**src/hdl/upd_pkg.sv**
```systemverilog
package upd_pkg;

  localparam logic [7:0] CH_PERCENT = 8'h25;
  localparam logic [7:0] CH_PLUS    = 8'h2B;
  localparam logic [7:0] CH_SPACE   = 8'h20;
  localparam logic [7:0] CH_ZERO    = 8'h30;
  localparam logic [7:0] CH_NINE    = 8'h39;
  localparam logic [7:0] CH_UA      = 8'h41;
  localparam logic [7:0] CH_UF      = 8'h46;
  localparam logic [7:0] CH_LA      = 8'h61;
  localparam logic [7:0] CH_LZ      = 8'h7A;
  localparam logic [7:0] CASE_GAP   = 8'h20;
  localparam logic [7:0] HEX_ALPHA_BASE = CH_UA - 8'd10;

  // Depth of the queue between front and back
  localparam int unsigned QDEPTH = 2;
  localparam int unsigned QAW    = $clog2(QDEPTH);
  localparam int unsigned QCW    = $clog2(QDEPTH + 1);

  typedef struct packed {
    logic [7:0] in_byte;
    logic       in_last;
  } in_word_t;

  typedef struct packed {
    logic [7:0] out_byte;
    logic       out_last;
    logic       out_truncated;
  } out_word_t;

  typedef enum logic [1:0] {
    OP_EMIT,
    OP_NIBBLE,
    OP_JOIN,
    OP_TRUNC
  } op_kind_t;

  // Work handed from the front to the back
  typedef struct packed {
    op_kind_t   kind;
    logic [7:0] value;
    logic       last;
  } op_t;

endpackage

```
**src/hdl/upd_front.sv**
```systemverilog
module upd_front (
  input  logic            clk,
  input  logic            rst_n,
  input  logic            take,
  input  upd_pkg::in_word_t word,
  output logic            op_valid,
  output upd_pkg::op_t    op
);

  typedef enum logic [1:0] {
    PH_IDLE,
    PH_FIRST,
    PH_SECOND
  } phase_t;

  phase_t     phase_r;
  phase_t     phase_nxt;
  logic [7:0] upper;
  logic [7:0] cval;

  // Upper-case, then map hex digits to their value
  always_comb begin
    upper = word.in_byte;
    if (word.in_byte >= upd_pkg::CH_LA && word.in_byte <= upd_pkg::CH_LZ) begin
      upper = word.in_byte - upd_pkg::CASE_GAP;
    end
    if (upper >= upd_pkg::CH_ZERO && upper <= upd_pkg::CH_NINE) begin
      cval = upper - upd_pkg::CH_ZERO;
    end else if (upper >= upd_pkg::CH_UA && upper <= upd_pkg::CH_UF) begin
      cval = upper - upd_pkg::HEX_ALPHA_BASE;
    end else begin
      cval = upper;
    end
  end

  always_comb begin
    phase_nxt  = PH_IDLE;
    op_valid   = 1'b1;
    op.kind    = upd_pkg::OP_EMIT;
    op.value   = word.in_byte;
    op.last    = word.in_last;
    unique case (phase_r)
      PH_FIRST: begin
        if (word.in_last) begin
          op.kind = upd_pkg::OP_TRUNC;
        end else begin
          op.kind   = upd_pkg::OP_NIBBLE;
          op.value  = cval;
          phase_nxt = PH_SECOND;
        end
      end
      PH_SECOND: begin
        op.kind  = upd_pkg::OP_JOIN;
        op.value = cval;
      end
      default: begin
        if (word.in_byte == upd_pkg::CH_PERCENT) begin
          if (word.in_last) begin
            op.kind = upd_pkg::OP_TRUNC;
          end else begin
            op_valid  = 1'b0;
            phase_nxt = PH_FIRST;
          end
        end else if (word.in_byte == upd_pkg::CH_PLUS) begin
          op.value = upd_pkg::CH_SPACE;
        end
      end
    endcase
  end

  always_ff @(posedge clk) begin
    if (!rst_n) begin
      phase_r <= PH_IDLE;
    end else if (take) begin
      phase_r <= phase_nxt;
    end
  end

endmodule

```
**src/hdl/upd_queue.sv**
```systemverilog
module upd_queue (
  input  logic         clk,
  input  logic         rst_n,
  input  logic         wr_en,
  input  upd_pkg::op_t wr_op,
  output logic         q_full,
  input  logic         rd_en,
  output logic         q_empty,
  output upd_pkg::op_t rd_op
);

  upd_pkg::op_t                  mem_r [upd_pkg::QDEPTH];
  logic [upd_pkg::QAW-1:0]       wptr_r;
  logic [upd_pkg::QAW-1:0]       rptr_r;
  logic [upd_pkg::QCW-1:0]       count_r;

  assign q_full  = (count_r == upd_pkg::QCW'(upd_pkg::QDEPTH));
  assign q_empty = (count_r == '0);
  assign rd_op   = mem_r[rptr_r];

  always_ff @(posedge clk) begin
    if (wr_en) begin
      mem_r[wptr_r] <= wr_op;
    end
  end

  always_ff @(posedge clk) begin
    if (!rst_n) begin
      wptr_r  <= '0;
      rptr_r  <= '0;
      count_r <= '0;
    end else begin
      if (wr_en) begin
        wptr_r <= (wptr_r == upd_pkg::QAW'(upd_pkg::QDEPTH - 1)) ? '0 : wptr_r + 1'b1;
      end
      if (rd_en) begin
        rptr_r <= (rptr_r == upd_pkg::QAW'(upd_pkg::QDEPTH - 1)) ? '0 : rptr_r + 1'b1;
      end
      if (wr_en && !rd_en) begin
        count_r <= count_r + 1'b1;
      end else if (rd_en && !wr_en) begin
        count_r <= count_r - 1'b1;
      end
    end
  end

endmodule

```
**src/hdl/upd_back.sv**
```systemverilog
module upd_back (
  input  logic               clk,
  input  logic               rst_n,
  input  logic               q_empty,
  input  upd_pkg::op_t       q_op,
  output logic               q_rd,
  output logic               empty,
  input  logic               pop,
  output upd_pkg::out_word_t out_data
);

  logic               valid_r;
  upd_pkg::out_word_t data_r;
  logic [3:0]         nib_r;
  logic               slot_free;
  logic               emits;
  upd_pkg::out_word_t data_nxt;

  // Output slot is free when empty or being drained this cycle
  assign slot_free = !valid_r || pop;
  assign emits     = (q_op.kind != upd_pkg::OP_NIBBLE);
  assign q_rd      = !q_empty && (!emits || slot_free);
  assign empty     = !valid_r;
  assign out_data  = data_r;

  always_comb begin
    data_nxt.out_byte      = q_op.value;
    data_nxt.out_last      = q_op.last;
    data_nxt.out_truncated = 1'b0;
    unique case (q_op.kind)
      upd_pkg::OP_JOIN: begin
        data_nxt.out_byte = {nib_r, 4'h0} + q_op.value;
      end
      upd_pkg::OP_TRUNC: begin
        data_nxt.out_byte      = '0;
        data_nxt.out_last      = 1'b1;
        data_nxt.out_truncated = 1'b1;
      end
      default: begin
      end
    endcase
  end

  always_ff @(posedge clk) begin
    if (q_rd && emits) begin
      data_r <= data_nxt;
    end
  end

  always_ff @(posedge clk) begin
    if (!rst_n) begin
      valid_r <= 1'b0;
      nib_r   <= '0;
    end else begin
      if (q_rd && emits) begin
        valid_r <= 1'b1;
      end else if (pop) begin
        valid_r <= 1'b0;
      end
      if (q_rd && q_op.kind == upd_pkg::OP_NIBBLE) begin
        nib_r <= q_op.value[3:0];
      end else if (q_rd && q_op.kind == upd_pkg::OP_TRUNC) begin
        nib_r <= '0;
      end
    end
  end

endmodule

```
**src/hdl/url_percent_decoder.sv**
```systemverilog
// Channel  | Ports                    | Word
// ---------+--------------------------+---------------------------------------
// input    | push, full, in_data      | in_byte, in_last
// result   | pop, empty, out_data     | out_byte, out_last, out_truncated
//
// One word is taken per cycle while full is low. A result passes two registers
// after its word is taken: the front writes the queue at the accepting edge
// and the back then loads the output register from the queue.
// Reset (rst_n low, synchronous) leaves the decoder outside any escape with
// queue and output empty. A stalled result side fills the queue; full then
// rises and holds input until pop drains a word.
module url_percent_decoder (
  input  logic               clk,
  input  logic               rst_n,
  input  logic               push,
  output logic               full,
  input  upd_pkg::in_word_t  in_data,
  output logic               empty,
  input  logic               pop,
  output upd_pkg::out_word_t out_data
);

  logic         take;
  logic         op_valid;
  upd_pkg::op_t op;
  logic         q_full;
  logic         q_empty;
  logic         q_rd;
  upd_pkg::op_t q_op;

  // Hold input whenever the queue has no room
  assign full = q_full;
  assign take = push && !q_full;

  // Front: track escape phase, classify each character
  upd_front u_front (
    .clk      (clk),
    .rst_n    (rst_n),
    .take     (take),
    .word     (in_data),
    .op_valid (op_valid),
    .op       (op)
  );

  // Queue: a '%' opening an escape writes nothing
  upd_queue u_queue (
    .clk     (clk),
    .rst_n   (rst_n),
    .wr_en   (take && op_valid),
    .wr_op   (op),
    .q_full  (q_full),
    .rd_en   (q_rd),
    .q_empty (q_empty),
    .rd_op   (q_op)
  );

  // Back: hold the first nibble, assemble bytes, drive the result register
  upd_back u_back (
    .clk      (clk),
    .rst_n    (rst_n),
    .q_empty  (q_empty),
    .q_op     (q_op),
    .q_rd     (q_rd),
    .empty    (empty),
    .pop      (pop),
    .out_data (out_data)
  );

endmodule

```
**config.mk**
```make
export PLATFORM = sky130hd
export DESIGN_NAME = url_percent_decoder
export DESIGN_NICKNAME = d
export VERILOG_FILES = /design/src/hdl/upd_pkg.sv /design/src/hdl/upd_front.sv /design/src/hdl/upd_queue.sv /design/src/hdl/upd_back.sv /design/src/hdl/url_percent_decoder.sv
export SDC_FILE = /design/constraint.sdc
export NUM_CORES = 1
export LEC_CHECK = 0
export BUFFER_PORTS_ARGS = -buffer_cell sky130_fd_sc_hd__clkbuf_2
export CAP_MARGIN = 10
export CORE_MARGIN = 5
export CORE_UTILIZATION = 50
export CTS_CLUSTER_SIZE = 24
export DETAILED_ROUTE_END_ITERATION = 6
export PLACE_DENSITY = 0.76
export SETUP_SLACK_MARGIN = 0.05
export SLEW_MARGIN = 20
export SYNTH_ARGS = -nofsm -noshare
export SYNTH_HDL_FRONTEND = slang
export SYNTH_HIERARCHICAL = 1
export SYNTH_SLANG_ARGS = --single-unit
```
**constraint.sdc**
```tcl
create_clock -name clk -period 7.6 [get_ports clk]
set_clock_uncertainty 0.15 [all_clocks]
set_input_delay 0.38 -clock clk [delete_from_list [all_inputs] [get_ports clk]]
set_output_delay 0.38 -clock clk [all_outputs]
set_load 0.005 [all_outputs]
```
==> flow_metrics.py <==
metrics = {
    "outcome": {
        "status": "completed",
    },
    "final_layout": {
        "fin_cells": 314,
        "seq_area_sq_um": 1200,
        "post-route-util": 0.577,
        "multi_input_area_sq_um": 1190,
        "area_growth_syn_to_layout_pct": 10.8,
        "final_area_sq_um": 2760,
        "fillerInstances": 425,
        "nNetsFinal": 272,
        "antennaDiodeCount": 0,
        "drive_gt1_frac": 0.223,
    },
    "clocking": {
        "clkLatencyLatePin_ps": 280,
        "cts-root-buf": "clkbuf_8",
        "htree_num_levels": 2,
        "post_cts_resized": 0,
        "cts_buffers": 5,
        "clock_path_buffers": 2,
        "hold_buffers": 0,
        "cts_sinks": 44,
        "clk_pin_slew_worst_paths_ps": 70,
        "cts_tree": "done",
        "post_cts_buffers": 0,
    },
    "place": {
        "place.gp.congestion": 0.921,
        "dp.cells": 306,
        "place_hpwl_um": 3460,
        "place_ws_ps": 4460,
        "place.port_buffers": 24,
        "placed_area_sq_um": 2660,
    },
    "grt": {
        "grt_pass1_wl_um": 7680,
        "first_global_vias": 1671,
        "track_usage": 0.152,
        "grt_max_degree": 14,
        "grt_overflow": 0,
        "antenna_found_initial": 0,
    },
    "die": {
        "rows": 25,
        "fp.dieArea_sq_um": 6490,
        "coreArea_sq_um": 4790,
        "start_util": 0.521,
        "fp.dieH_um": 80.6,
        "die_w_um": 80.6,
        "ios": 25,
    },
    "synth": {
        "yosysUniqueCellTypes": 60,
        "yosysSeqAreaShare": 0.482,
        "synth.cell_area_sq_um": 2490,
        "synth.area.top_cells": "edfxtp_1 39%, dfxtp_1 9.6%, ha_1 6.0%, mux2_2 5.0%, nor2b_1 3.5%",
        "synth-edff-count": 32,
        "syn-instance-count": 221,
        "postSynthAreaPerCell_sq_um": 11.3,
        "async_flop_share": 0,
        "synth_top_cell_by_area": "edfxtp_1",
        "synth_top_area_share": 0.386,
        "yosysWarnings": 6,
        "synth_nets": 247,
        "synth_seq_cells": 44,
        "synth_ff_type": "edfxtp_1",
    },
    "worst_hold_path": {
        "min_to": "u_queue/mem_r[1][0]$_DFFE_PP_",
        "hold_path.class": "in2reg",
        "min-delay-start": "in_data[0]",
        "whs_path_depth": 1,
    },
    "route": {
        "routed_wl_um": 4520,
        "via_per_inst": 5.51,
        "vias": 1731,
        "drc_errors": 0,
        "wl_per_cell_um": 14.4,
        "drtAntennaViolNets": 0,
        "first_pass_iters": 4,
        "drtIter0Drc": 96,
    },
    "setup_path": {
        "cpMostUsedCell": "ha_1",
        "critPathMaxFanout": 6,
        "critPathMaxStageDelay_ps": 490,
        "required_ps": 7590,
        "crit_chain": "clkbuf_2 -> inv_1 -> ha_1 -> or4b_4 -> or2_4 -> a31oi_4 -> ha_1 -> o21ai_0 -> a211o_1 -> a311o_1 -> nand3_1",
        "worst-path-buf-inv": 2,
        "reg2reg_slack_ps": 4930,
        "r2r-end": "u_back/out_data[9]$_DFFE_PP_",
        "critPathTopFamily": "compound AO/OA/AOI/OAI gates",
        "critPathKind": "in2reg",
        "critPathSlowestCell": "or4b_4",
        "arrival_ps": 2870,
        "reg2reg_depth": 6,
        "cp-end-kind": "flip-flop",
        "worstSetupStartpointType": "primary input",
    },
    "sta": {
        "setup_viol": 0,
        "setup-tns-final_ps": 0,
        "worst_pin_slew_ps": 992,
        "rsz0062_at_grt": "no",
        "fmax_ghz": 0.348,
        "min_period_ps": 2880,
        "maxSlewHeadroom": 0.338,
        "hold_viol": 0,
        "fin_crit_sh": 0.378,
        "whs_ps": 261,
        "setup_ws_ps": 4720,
        "slew_violations": 0,
    },
    "power_and_ir_drop": {
        "p_leak_nw": 1.08,
        "ir_worst_vdd_uv": 107,
        "total_power_mw": 0.725,
        "power.density_nw_per_um2": 263,
    },
    "run": {
        "cap_violations": 0,
    },
}
==> worst max-delay path by stage <==
stage | end | startpoint | depth (start not counted)
after floorplan | u_queue/mem_r[0][5]$_DFFE_PP_ | in_data[2] | 10
after detailed placement | u_queue/mem_r[0][5]$_DFFE_PP_ | in_data[2] | 11
after global routing | u_queue/mem_r[1][7]$_DFFE_PP_ | in_data[1] | 10
final | u_queue/mem_r[0][5]$_DFFE_PP_ | in_data[2] | 11
after global placement | u_queue/mem_r[0][5]$_DFFE_PP_ | in_data[2] | 11
after CTS | u_queue/mem_r[0][5]$_DFFE_PP_ | in_data[2] | 11
==> cell type report <==
type                    count  share of cell area
well taps                  67              0.0304
multi-input cells         155               0.432
repair buffers             25              0.0462
inverters                  15              0.0204
clock buffers               8              0.0362
flip-flops and latches     44               0.435
==> placed cells by master (no fill, tap or decap), types with 8 or more instances in the layout <==
| cell type | Yosys | layout |
|---|---|---|
| edfxtp_1 | 32 | 32 |
| clkbuf_2 | 0 | 24 |
| nand2_1 | 15 | 15 |
| inv_1 | 15 | 15 |
| nor2b_1 | 14 | 14 |
| ha_1 | 12 | 12 |
| dfxtp_1 | 12 | 12 |
| mux2_2 | 11 | 11 |
| and2_1 | 8 | 8 |
| nand3_1 | 8 | 8 |
==> cell usage after synthesis (2+ instances only) <==
cell	instances
a21boi_0	2
a21o_1	3
o31ai_1	2
and3b_1	4
o21ai_1	3
nand3_1	8
o21ba_2	2
nand2_1	15
and3_1	2
buf_2	3
nor2b_1	14
a211o_1	2
and2_1	8
nor4_1	2
edfxtp_1	32
inv_1	15
nand3b_1	2
nor2_1	4
a21oi_1	3
o21ai_0	7
ha_1	12
nand2b_1	4
mux2_2	11
o2111ai_1	2
xor2_1	2
xnor2_1	2
a21o_2	2
a31oi_1	3
nand4_1	2
o21a_1	3
a311o_1	2
dfxtp_1	12
a22oi_1	4
==> cells by family after synthesis <==
kind of cell	synth area share
mux	0.0497
xor+xnor	0.0141
compound gates	0.160
flops	0.482
fa+ha+maj	0.0683
simple gates	0.187
buf+inv	0.0392
==> sequential cells by signal, summed over array words and instances (netlist names), named ones only <==
register         cells
u_front/phase_r      2
u_queue/mem_r       22
u_back/valid_r       1
u_queue/count_r      2
u_queue/rptr_r       1
u_back/out_data     10
u_queue/wptr_r       1
u_back/nib_r         4
==> per-layer routing <==
layer / share of wire / up-vias / track usage
met5: 0 / - / 0
met4: 0.016 / 0 / 0.0693
met3: 0.040 / 6 / 0.0235
met2: 0.51 / 42 / 0.268
met1: 0.44 / 814 / 0.181
li1: - / 869 / -
==> power breakdown <==
part           total, mW  internal [mW]  switching [mW]
combinational      0.220          0.105           0.114
sequential         0.354          0.329          0.0251
clock              0.151         0.0829          0.0685
(Power assumes the default switching activity.)
